`config.mk`:
```
export PLATFORM = sky130hd
export DESIGN_NAME = window_local_maximum_core
export DESIGN_NICKNAME = d
export VERILOG_FILES = /design/src/rtl/core/wlm_pkg.sv /design/src/rtl/core/wlm_cell.sv /design/src/rtl/core/wlm_peak.sv /design/src/rtl/core/window_local_maximum_core.sv
export SDC_FILE = /design/constraint.sdc
export NUM_CORES = 2
export LEC_CHECK = 0
export BUFFER_PORTS_ARGS = -buffer_cell sky130_fd_sc_hd__buf_4
export CAP_MARGIN = 10
export CORE_UTILIZATION = 55
export CTS_CLUSTER_SIZE = 28
export DETAILED_ROUTE_END_ITERATION = 8
export HOLD_SLACK_MARGIN = 0.03
export PLACE_DENSITY_LB_ADDON = 0.12
export SLEW_MARGIN = 10
export SYNTH_ARGS = -nofsm -noshare
export SYNTH_HDL_FRONTEND = slang
export SYNTH_HIERARCHICAL = 1
export SYNTH_SLANG_ARGS = --single-unit
```
`constraint.sdc`:
```
create_clock -name clk -period 8.05 [get_ports clk]
set_input_delay 0.805 -clock clk [delete_from_list [all_inputs] [get_ports clk]]
set_output_delay 0.805 -clock clk [all_outputs]
set_load 0.02 [all_outputs]
```
`src/rtl/core/wlm_pkg.sv`:
```
// Package for the window local-maximum core.
// Holds the sample type, default window size, register map and cell control struct.
// No dependencies.
`timescale 1ns / 1ps

package wlm_pkg;

  localparam int SAMPLE_W = 32;
  localparam int WINDOW_SIZE_DEF = 3;
  localparam int STRIP_IN = 3;
  localparam int CFG_ADDR_W = 3;
  localparam int CFG_DATA_W = 32;

  typedef logic signed [SAMPLE_W-1:0] sample_t;

  typedef enum logic {
    REG_THRESHOLD = 1'b0,
    REG_IGNORE    = 1'b1
  } reg_idx_t;

  typedef struct packed {
    logic load;
    logic clear;
  } cell_ctrl_t;

  localparam sample_t SAMPLE_MIN = {1'b1, {(SAMPLE_W-1){1'b0}}};

endpackage

```
`src/rtl/core/wlm_cell.sv`:
```
// One stored strip of the sliding window.
// Shows its strip (or the ignore value at line start) and loads its neighbor's strip.
// Depends on wlm_pkg.
`timescale 1ns / 1ps

module wlm_cell #(
  parameter int WINDOW_SIZE = wlm_pkg::WINDOW_SIZE_DEF
) (
  input  logic                 clk,
  input  logic                 rst_n,
  input  wlm_pkg::cell_ctrl_t  ctrl,
  input  wlm_pkg::sample_t     ignore_value,
  input  wlm_pkg::sample_t     strip_in  [WINDOW_SIZE],
  output wlm_pkg::sample_t     strip_out [WINDOW_SIZE]
);
  import wlm_pkg::*;

  sample_t strip_r [WINDOW_SIZE];

  always_comb begin
    for (int p = 0; p < WINDOW_SIZE; p++) begin
      strip_out[p] = ctrl.clear ? ignore_value : strip_r[p];
    end
  end

  always_ff @(posedge clk) begin
    if (!rst_n) begin
      for (int p = 0; p < WINDOW_SIZE; p++) begin
        strip_r[p] <= SAMPLE_MIN;
      end
    end else if (ctrl.load) begin
      for (int p = 0; p < WINDOW_SIZE; p++) begin
        strip_r[p] <= strip_in[p];
      end
    end
  end

endmodule

```
`src/rtl/core/wlm_peak.sv`:
```
// Local-maximum test over the full window.
// The centre passes when it is valid and no valid sample beats it in scan order.
// Depends on wlm_pkg.
`timescale 1ns / 1ps

module wlm_peak #(
  parameter int WINDOW_SIZE = wlm_pkg::WINDOW_SIZE_DEF
) (
  input  wlm_pkg::sample_t win [WINDOW_SIZE][WINDOW_SIZE],
  input  wlm_pkg::sample_t threshold,
  input  wlm_pkg::sample_t ignore_value,
  output logic             peak
);
  import wlm_pkg::*;

  localparam int CTR = WINDOW_SIZE / 2;
  localparam int CTR_IDX = CTR * WINDOW_SIZE + CTR;

  sample_t centre;
  logic [WINDOW_SIZE*WINDOW_SIZE-1:0] ok;

  assign centre = win[CTR][CTR];

  // Scan order runs over position first, then strip age.
  // Earlier samples must be strictly smaller, later ones no larger.
  always_comb begin
    for (int s = 0; s < WINDOW_SIZE; s++) begin
      for (int p = 0; p < WINDOW_SIZE; p++) begin
        if (p * WINDOW_SIZE + s < CTR_IDX) begin
          ok[p*WINDOW_SIZE+s] = (win[s][p] == ignore_value) || (win[s][p] < threshold) ||
                                (win[s][p] < centre);
        end else if (p * WINDOW_SIZE + s > CTR_IDX) begin
          ok[p*WINDOW_SIZE+s] = (win[s][p] == ignore_value) || (win[s][p] < threshold) ||
                                (win[s][p] <= centre);
        end else begin
          ok[p*WINDOW_SIZE+s] = 1'b1;
        end
      end
    end
  end

  assign peak = (centre != ignore_value) && (centre >= threshold) && (&ok);

endmodule

```
`src/rtl/core/window_local_maximum_core.sv`:
```
// Top level of the streaming window local-maximum core.
// Instantiates the chain of wlm_cell strips and the wlm_peak test; uses wlm_pkg.
`timescale 1ns / 1ps

// Each input word carries one new strip of three signed samples and a line-start
// flag in tuser. The core keeps the WINDOW_SIZE-1 previous strips in a chain of
// cells, tests whether the window centre is the first largest valid sample, and
// returns exactly one output word per input word: the centre value with is_peak
// set, or the ignore value. One word is taken every clock cycle unless a result
// waits on out_tready; each result is in the single output register in the cycle
// after acceptance, behind the combinational compare of all window samples.
// Threshold, ignore value: APB port addresses 0 and 4, written only while the core is idle (not enforced).

module window_local_maximum_core #(
  parameter int WINDOW_SIZE = wlm_pkg::WINDOW_SIZE_DEF
) (
  input  logic                             clk,
  input  logic                             rst_n,
  input  logic                             in_tvalid,
  output logic                             in_tready,
  // strip_top [31:0], strip_mid [63:32], strip_bottom [95:64]
  input  logic [3*wlm_pkg::SAMPLE_W-1:0]   in_tdata,
  // line_start [0]
  input  logic                             in_tuser,
  output logic                             out_tvalid,
  input  logic                             out_tready,
  // result_value [31:0]
  output logic [wlm_pkg::SAMPLE_W-1:0]     out_tdata,
  // is_peak [0]
  output logic                             out_tuser,
  input  logic                             cfg_psel,
  input  logic                             cfg_penable,
  input  logic                             cfg_pwrite,
  input  logic [wlm_pkg::CFG_ADDR_W-1:0]   cfg_paddr,
  input  logic [wlm_pkg::CFG_DATA_W-1:0]   cfg_pwdata,
  output logic [wlm_pkg::CFG_DATA_W-1:0]   cfg_prdata,
  output logic                             cfg_pready
);
  import wlm_pkg::*;

  localparam int STORED = WINDOW_SIZE - 1;

  sample_t    threshold_r;
  sample_t    ignore_r;
  logic       cfg_wr;
  reg_idx_t   cfg_sel;

  logic       in_fire;
  cell_ctrl_t ctrl;
  sample_t    new_strip [WINDOW_SIZE];
  sample_t    win       [WINDOW_SIZE][WINDOW_SIZE];
  logic       peak;

  logic       out_valid_r;
  sample_t    out_value_r;
  logic       out_peak_r;

  // Configuration port
  assign cfg_pready = 1'b1;
  assign cfg_sel    = reg_idx_t'(cfg_paddr[2]);
  assign cfg_wr     = cfg_psel && cfg_penable && cfg_pwrite && cfg_pready;

  always_comb begin
    case (cfg_sel)
      REG_THRESHOLD: cfg_prdata = threshold_r;
      REG_IGNORE:    cfg_prdata = ignore_r;
      default:       cfg_prdata = '0;
    endcase
  end

  always_ff @(posedge clk) begin
    if (!rst_n) begin
      threshold_r <= SAMPLE_MIN;
      ignore_r    <= SAMPLE_MIN;
    end else if (cfg_wr) begin
      case (cfg_sel)
        REG_THRESHOLD: threshold_r <= sample_t'(cfg_pwdata);
        REG_IGNORE:    ignore_r    <= sample_t'(cfg_pwdata);
        default:       threshold_r <= threshold_r;
      endcase
    end
  end

  // Strip chain
  assign in_tready  = !out_valid_r || out_tready;
  assign in_fire    = in_tvalid && in_tready;
  assign ctrl.load  = in_fire;
  assign ctrl.clear = in_tuser;

  always_comb begin
    for (int p = 0; p < WINDOW_SIZE; p++) begin
      if (p < STRIP_IN) begin
        new_strip[p] = sample_t'(in_tdata[p*SAMPLE_W +: SAMPLE_W]);
      end else begin
        new_strip[p] = ignore_r;
      end
    end
  end

  assign win[STORED] = new_strip;

  for (genvar s = 0; s < STORED; s++) begin : g_cell
    wlm_cell #(
      .WINDOW_SIZE(WINDOW_SIZE)
    ) u_cell (
      .clk         (clk),
      .rst_n       (rst_n),
      .ctrl        (ctrl),
      .ignore_value(ignore_r),
      .strip_in    (win[s+1]),
      .strip_out   (win[s])
    );
  end

  wlm_peak #(
    .WINDOW_SIZE(WINDOW_SIZE)
  ) u_peak (
    .win         (win),
    .threshold   (threshold_r),
    .ignore_value(ignore_r),
    .peak        (peak)
  );

  // Output register
  always_ff @(posedge clk) begin
    if (!rst_n) begin
      out_valid_r <= 1'b0;
    end else if (in_fire) begin
      out_valid_r <= 1'b1;
    end else if (out_tready) begin
      out_valid_r <= 1'b0;
    end
  end

  always_ff @(posedge clk) begin
    if (in_fire) begin
      out_value_r <= peak ? win[WINDOW_SIZE/2][WINDOW_SIZE/2] : ignore_r;
      out_peak_r  <= peak;
    end
  end

  assign out_tvalid = out_valid_r;
  assign out_tdata  = out_value_r;
  assign out_tuser  = out_peak_r;

  // Assertions
  a_peak_not_ignore: assert property (@(posedge clk) disable iff (!rst_n)
    (out_tvalid && out_tuser) |-> (sample_t'(out_tdata) != ignore_r))
    else $error("peak result equals the ignore value");

  a_peak_above_thr: assert property (@(posedge clk) disable iff (!rst_n)
    (out_tvalid && out_tuser) |-> (sample_t'(out_tdata) >= threshold_r))
    else $error("peak result below threshold");

  a_fire_gives_word: assert property (@(posedge clk) disable iff (!rst_n)
    in_fire |=> out_tvalid)
    else $error("accepted word produced no result");

endmodule
```
Word-level counts from Yosys, hierarchy flattened
Memories as Yosys holds them, arrays and structs flattened.
Index checks and enable logic that the tools add are counted.
Widths: inputs -> output; s select.
{"block": "word_totals", "ram_bits": 192, "word_cells": 87, "mem_count": 2, "rom_bits": 0, "ff_bits": 98, "latchBits": 0}
{"block": "classes", "order_cmp": 17, "div": 0, "addsub": 0, "n_reduce_logical": 27, "muxes": 20, "multipliers": 0, "eq_ne": 9, "n_bitwise": 7, "shift": 0}
{"name": "g_cell[0].u_cell.strip_r", "depth": 3, "word_bits": 32, "read_ports": 3, "rd_clocked_by_memory_dff": 0, "write_ports": 3, "line_no": "wlm_cell.sv:18", "rtl": "sample_t strip_r [WINDOW_SIZE];"}
{"name": "g_cell[1].u_cell.strip_r", "depth": 3, "word_bits": 32, "read_ports": 3, "rd_clocked_by_memory_dff": 0, "write_ports": 3, "line_no": "wlm_cell.sv:18"}
{"operator": "$mux 32", "count": 13}
{"operator": "$lt 32x32->1", "count": 12}
{"operator": "$eq 32x32->1", "count": 8}
{"operator": "$le 32x32->1", "count": 4}
{"operator": "$pmux 32 s2", "count": 1}
{"operator": "$ge 32x32->1", "count": 1}
{"operator": "$ne 32x32->1", "count": 1}
{"operator": "$logic_or 1x1->1", "count": 17}
{"operator": "$reduce_and 8->1", "count": 1}
{"operator": "$mux 1", "count": 6}
{"operator": "$or 1x1->1", "count": 6}
{"operator": "$logic_and 1x1->1", "count": 5}
{"operator": "$reduce_and 2->1", "count": 2}
{"operator": "$reduce_bool 2->1", "count": 1}
{"operator": "$logic_not 1->1", "count": 1}
{"operator": "$not 1->1", "count": 1}

Logic depth before layout (Yosys ltp)
An unclocked memory read counts as a cell.
{"block": "depth", "depth_word": 8, "ltp_mapped": 18, "ltp_nobuf": 13}

By module
Netlist, hierarchy kept.
{"module": "wlm_peak", "cells_each": 1845, "seq_area_each_um2": 0.0, "area_each_um2": 14894.3, "instances": 1}
{"module": "wlm_cell", "cells_each": 320, "seq_area_each_um2": 2882.8, "area_each_um2": 4939.7, "instances": 2}
{"module": "window_local_maximum_core", "cells_each": 355, "seq_area_each_um2": 2292.2, "area_each_um2": 4235.3, "instances": 1}

Worst setup path before layout
Ideal clock, no wire load.
{"block": "synth_timing", "path_kind": "in2reg", "start": "in out_tready", "end": "mem g_cell[0].u_cell/strip_r[0][0] (netlist name), enable pin", "path_stages": 4, "arrival_ns": 4.781, "n_path_buf": 1, "required_time_ns": 7.579, "setup_slack_ns": 2.798, "path_cell_list": "nand2b_1 > and2_1 > clkbuf_1 > nand2b_1"}
{"item": "start: declaration", "line_no": "window_local_maximum_core.sv:26", "rtl": "input logic out_tready,"}
{"item": "end: declaration", "line_no": "wlm_cell.sv:18"}

==> results.md <==
* First-pass GRT wire length at 171000 microns
* Core area at 0.0517 sq mm
* Ys flop type: edfxtp_1
* Leak Pwr at 15.7 nW
* Max VDD drop at 0.000183 V
* Clk sinks at 290
* Residual DRC at 0
* R2R Setup Slk at 2030 ps
* Via density at 6.87
* Worst setup endpoint: out_tdata[23]
* CTS tree: yes
* Clock Skew at 29.9 ps
* Worst Path Required at 8350 ps
* Clock transition at path regs at 50 ps
* Fin crit share at 81.3%
* Slew @ Worst Pin at 1320 ps
* Nets at 3691
* P&R area growth vs syn at 11.6%
* Hold WC Path Type: flip-flop to flip-flop
* Critical Path Start: in_tuser
* Worst-path fanout max at 58
* Most common cell after layout, fill and taps aside: ha_1
* Post-layout min period at 6540 ps
* Mean Syn Cell Area at 10.2 sq um
* Endpoint class of the critical path: flip-flop
* Final setup viols at 0
* Synth warn at 6
* Post-Syn Instances at 2840
* DP HPWL at 93100 microns
* Clk root buf: clkbuf_16
* Critical Path Source Type: input pin
* RR Endpoint: out_tdata[23]
* Register area at 0.00806 sq mm
* Slew Viols, Final at 0
* Register area share after synthesis at 27.8%
* Share of layout cells above drive strength 1 at 19.3%
* Number of flops mapped to enable cells by yosys at 225
* Number of fillers in the final layout at 4285
* Wire length per cell at 32.6 microns
* R2R cell count at 14
* DR vias at 25600
* Post_cts resized at 0
* DIE AREA at 0.0537 sq mm
* DRT iter0 DRCs at 2739
* Vias in the first global route at 24800
* CP Data Arrival Time at 6850 ps
* Yosys reg bits at 290
* Port bufs at 203
* Max Clk Rate at 153 MHz
* Overflow after GRT at 0
* Gpl congestion at 1.12
* Reg-to-Reg Start: ignore_r[16]
* Max-cap violations at 0
* Synthesized cell area at 0.0290 sq mm
* GRT Total Usage at 44.6%
* Status: completed
* Ys async rst share at 0%
* Critical path type: input pin to flip-flop
* Antenna violations before repair at 4
* Die width at 232 microns
* Syn nets at 3511
* Unrepaired setup endpoints after global routing: no
* Routed Antenna Nets at 0
* Routed WL at 122000 microns
* Post-CTS Setup Repair Bufs at 0
* Inserted Clock Buffers at 37
* IO Count at 207
* Slew headroom at 11.2%
* Commonest non-fill, non-tap cells in the layout: ha_1, buf_4, edfxtp_1
* Hold-fix buffers, CTS at 0
* Die H at 232 microns
* TNS Setup at 0 ps
* H-tree depth at 2
* Rows at 83
* Area of the multi-input gates at 0.0200 sq mm
* Power Total at 5.06 mW
* Pwr Density at 156 mW/mm^2
* Worst-Skew Late Latency at 570 ps
* Hold Violations, Final at 0
* DR pass1 iterations at 9
* Cell variety after synth at 73
* Largest net degree at the start of global routing at 95
* Max Root-Sink Buffers at 3
* Initial Util at 56.1%
-- worst min-delay path by stage --
stage	startpoint	end	slack [ps]	cells after the start
2_1_floorplan	threshold_r[10]	threshold_r[10]	450	2
3_3_place_gp	threshold_r[10]	threshold_r[10]	460	2
3_5_place_dp	threshold_r[7]	threshold_r[7]	470	2
4_1_cts	threshold_r[21]	threshold_r[21]	480	2
5_1_grt	threshold_r[7]	threshold_r[7]	490	2
6_report	threshold_r[10]	threshold_r[10]	480	2
-- cells by family after synthesis --
family                     Yosys count  share of synthesized area, %
xor gates and xnor gates           293                          8.85
muxes                              326                          13.4
other                                1                        0.0129
AOI/OAI and AO/OA                  429                          9.33
adders and majority gates          532                          22.9
buffers and inverters              199                          3.44
DFF                                290                          27.8
and+or+nand+nor                    770                          14.3
-- per-stage QoR --
stage	instance area (sq um)	worst slack (ps)	std cells	utilization, %	hold slack [ps]
floorplan	29000	2800	2840	-	449
CTS	32400	1870	3728	62.6	481
detailed placement	31200	1310	3661	60.3	472
finish	32400	1510	3731	62.6	481
global placement	31200	1420	3661	60.3	456
global route	32400	1480	3728	62.6	494
-- routing by layer --
layer	GRT usage [%]	wire, microns
met2	68.2	52200
met4	30.3	9620
met1	55.8	46300
met3	10.2	13400
met5	0.827	26
-- critical path, cell delays in order --
cell and delay, ps:
buf_8 450, buf_4 370, mux2_4 360, inv_1 310, ha_1 330, a21oi_1 150, nor2_1 70, a211oi_1 250
buf_4 190, nor3_1 50, a2111oi_0 930, o211ai_1 270, xor2_1 180, o311ai_0 310, a211oi_4 960, buf_12 350
mux2_2 360
-- cells in the mapped netlist, types with 78 or more instances --
| master | count | area (sq um) |
|---|---|---|
| ha_1 | 532 | 6660 |
| edfxtp_1 | 225 | 6760 |
| nand2_1 | 206 | 773 |
| xor2_1 | 194 | 1700 |
| and3_1 | 187 | 1170 |
| mux2_2 | 175 | 1970 |
| a21oi_1 | 172 | 861 |
| nand4_1 | 115 | 719 |
| xnor2_1 | 99 | 867 |
| mux2_4 | 80 | 1200 |
| inv_1 | 79 | 297 |
| o21ai_0 | 78 | 390 |
-- sequential cells by signal, summed over array words and instances, names as in the netlist --
signal and flops:
g_cell.u_cell/strip_r 192, ignore_r 32, out_tdata 32, out_tuser 1, out_tvalid 1, threshold_r 32
-- final cells by class --
| cell class | count | share of cell area, % |
|---|---|---|
| multi-input cells | 2351 | 61.7 |
| flip-flops and latches | 290 | 24.9 |
| repair buffers | 261 | 6.13 |
| clock buffers | 55 | 3.35 |
| well taps | 680 | 2.63 |
| inverters | 79 | 0.916 |
| clock inverters | 12 | 0.348 |
| diodes | 3 | 0.0232 |
-- where the power goes --
part           switching [mW]  total, mW  internal (mW)
sequential             0.0279       1.73           1.71
clock                   0.707       1.68          0.971
combinational            1.06       1.64          0.587
total                    1.79       5.06           3.27
No activity file was read; power rests on OpenSTA's default activity.
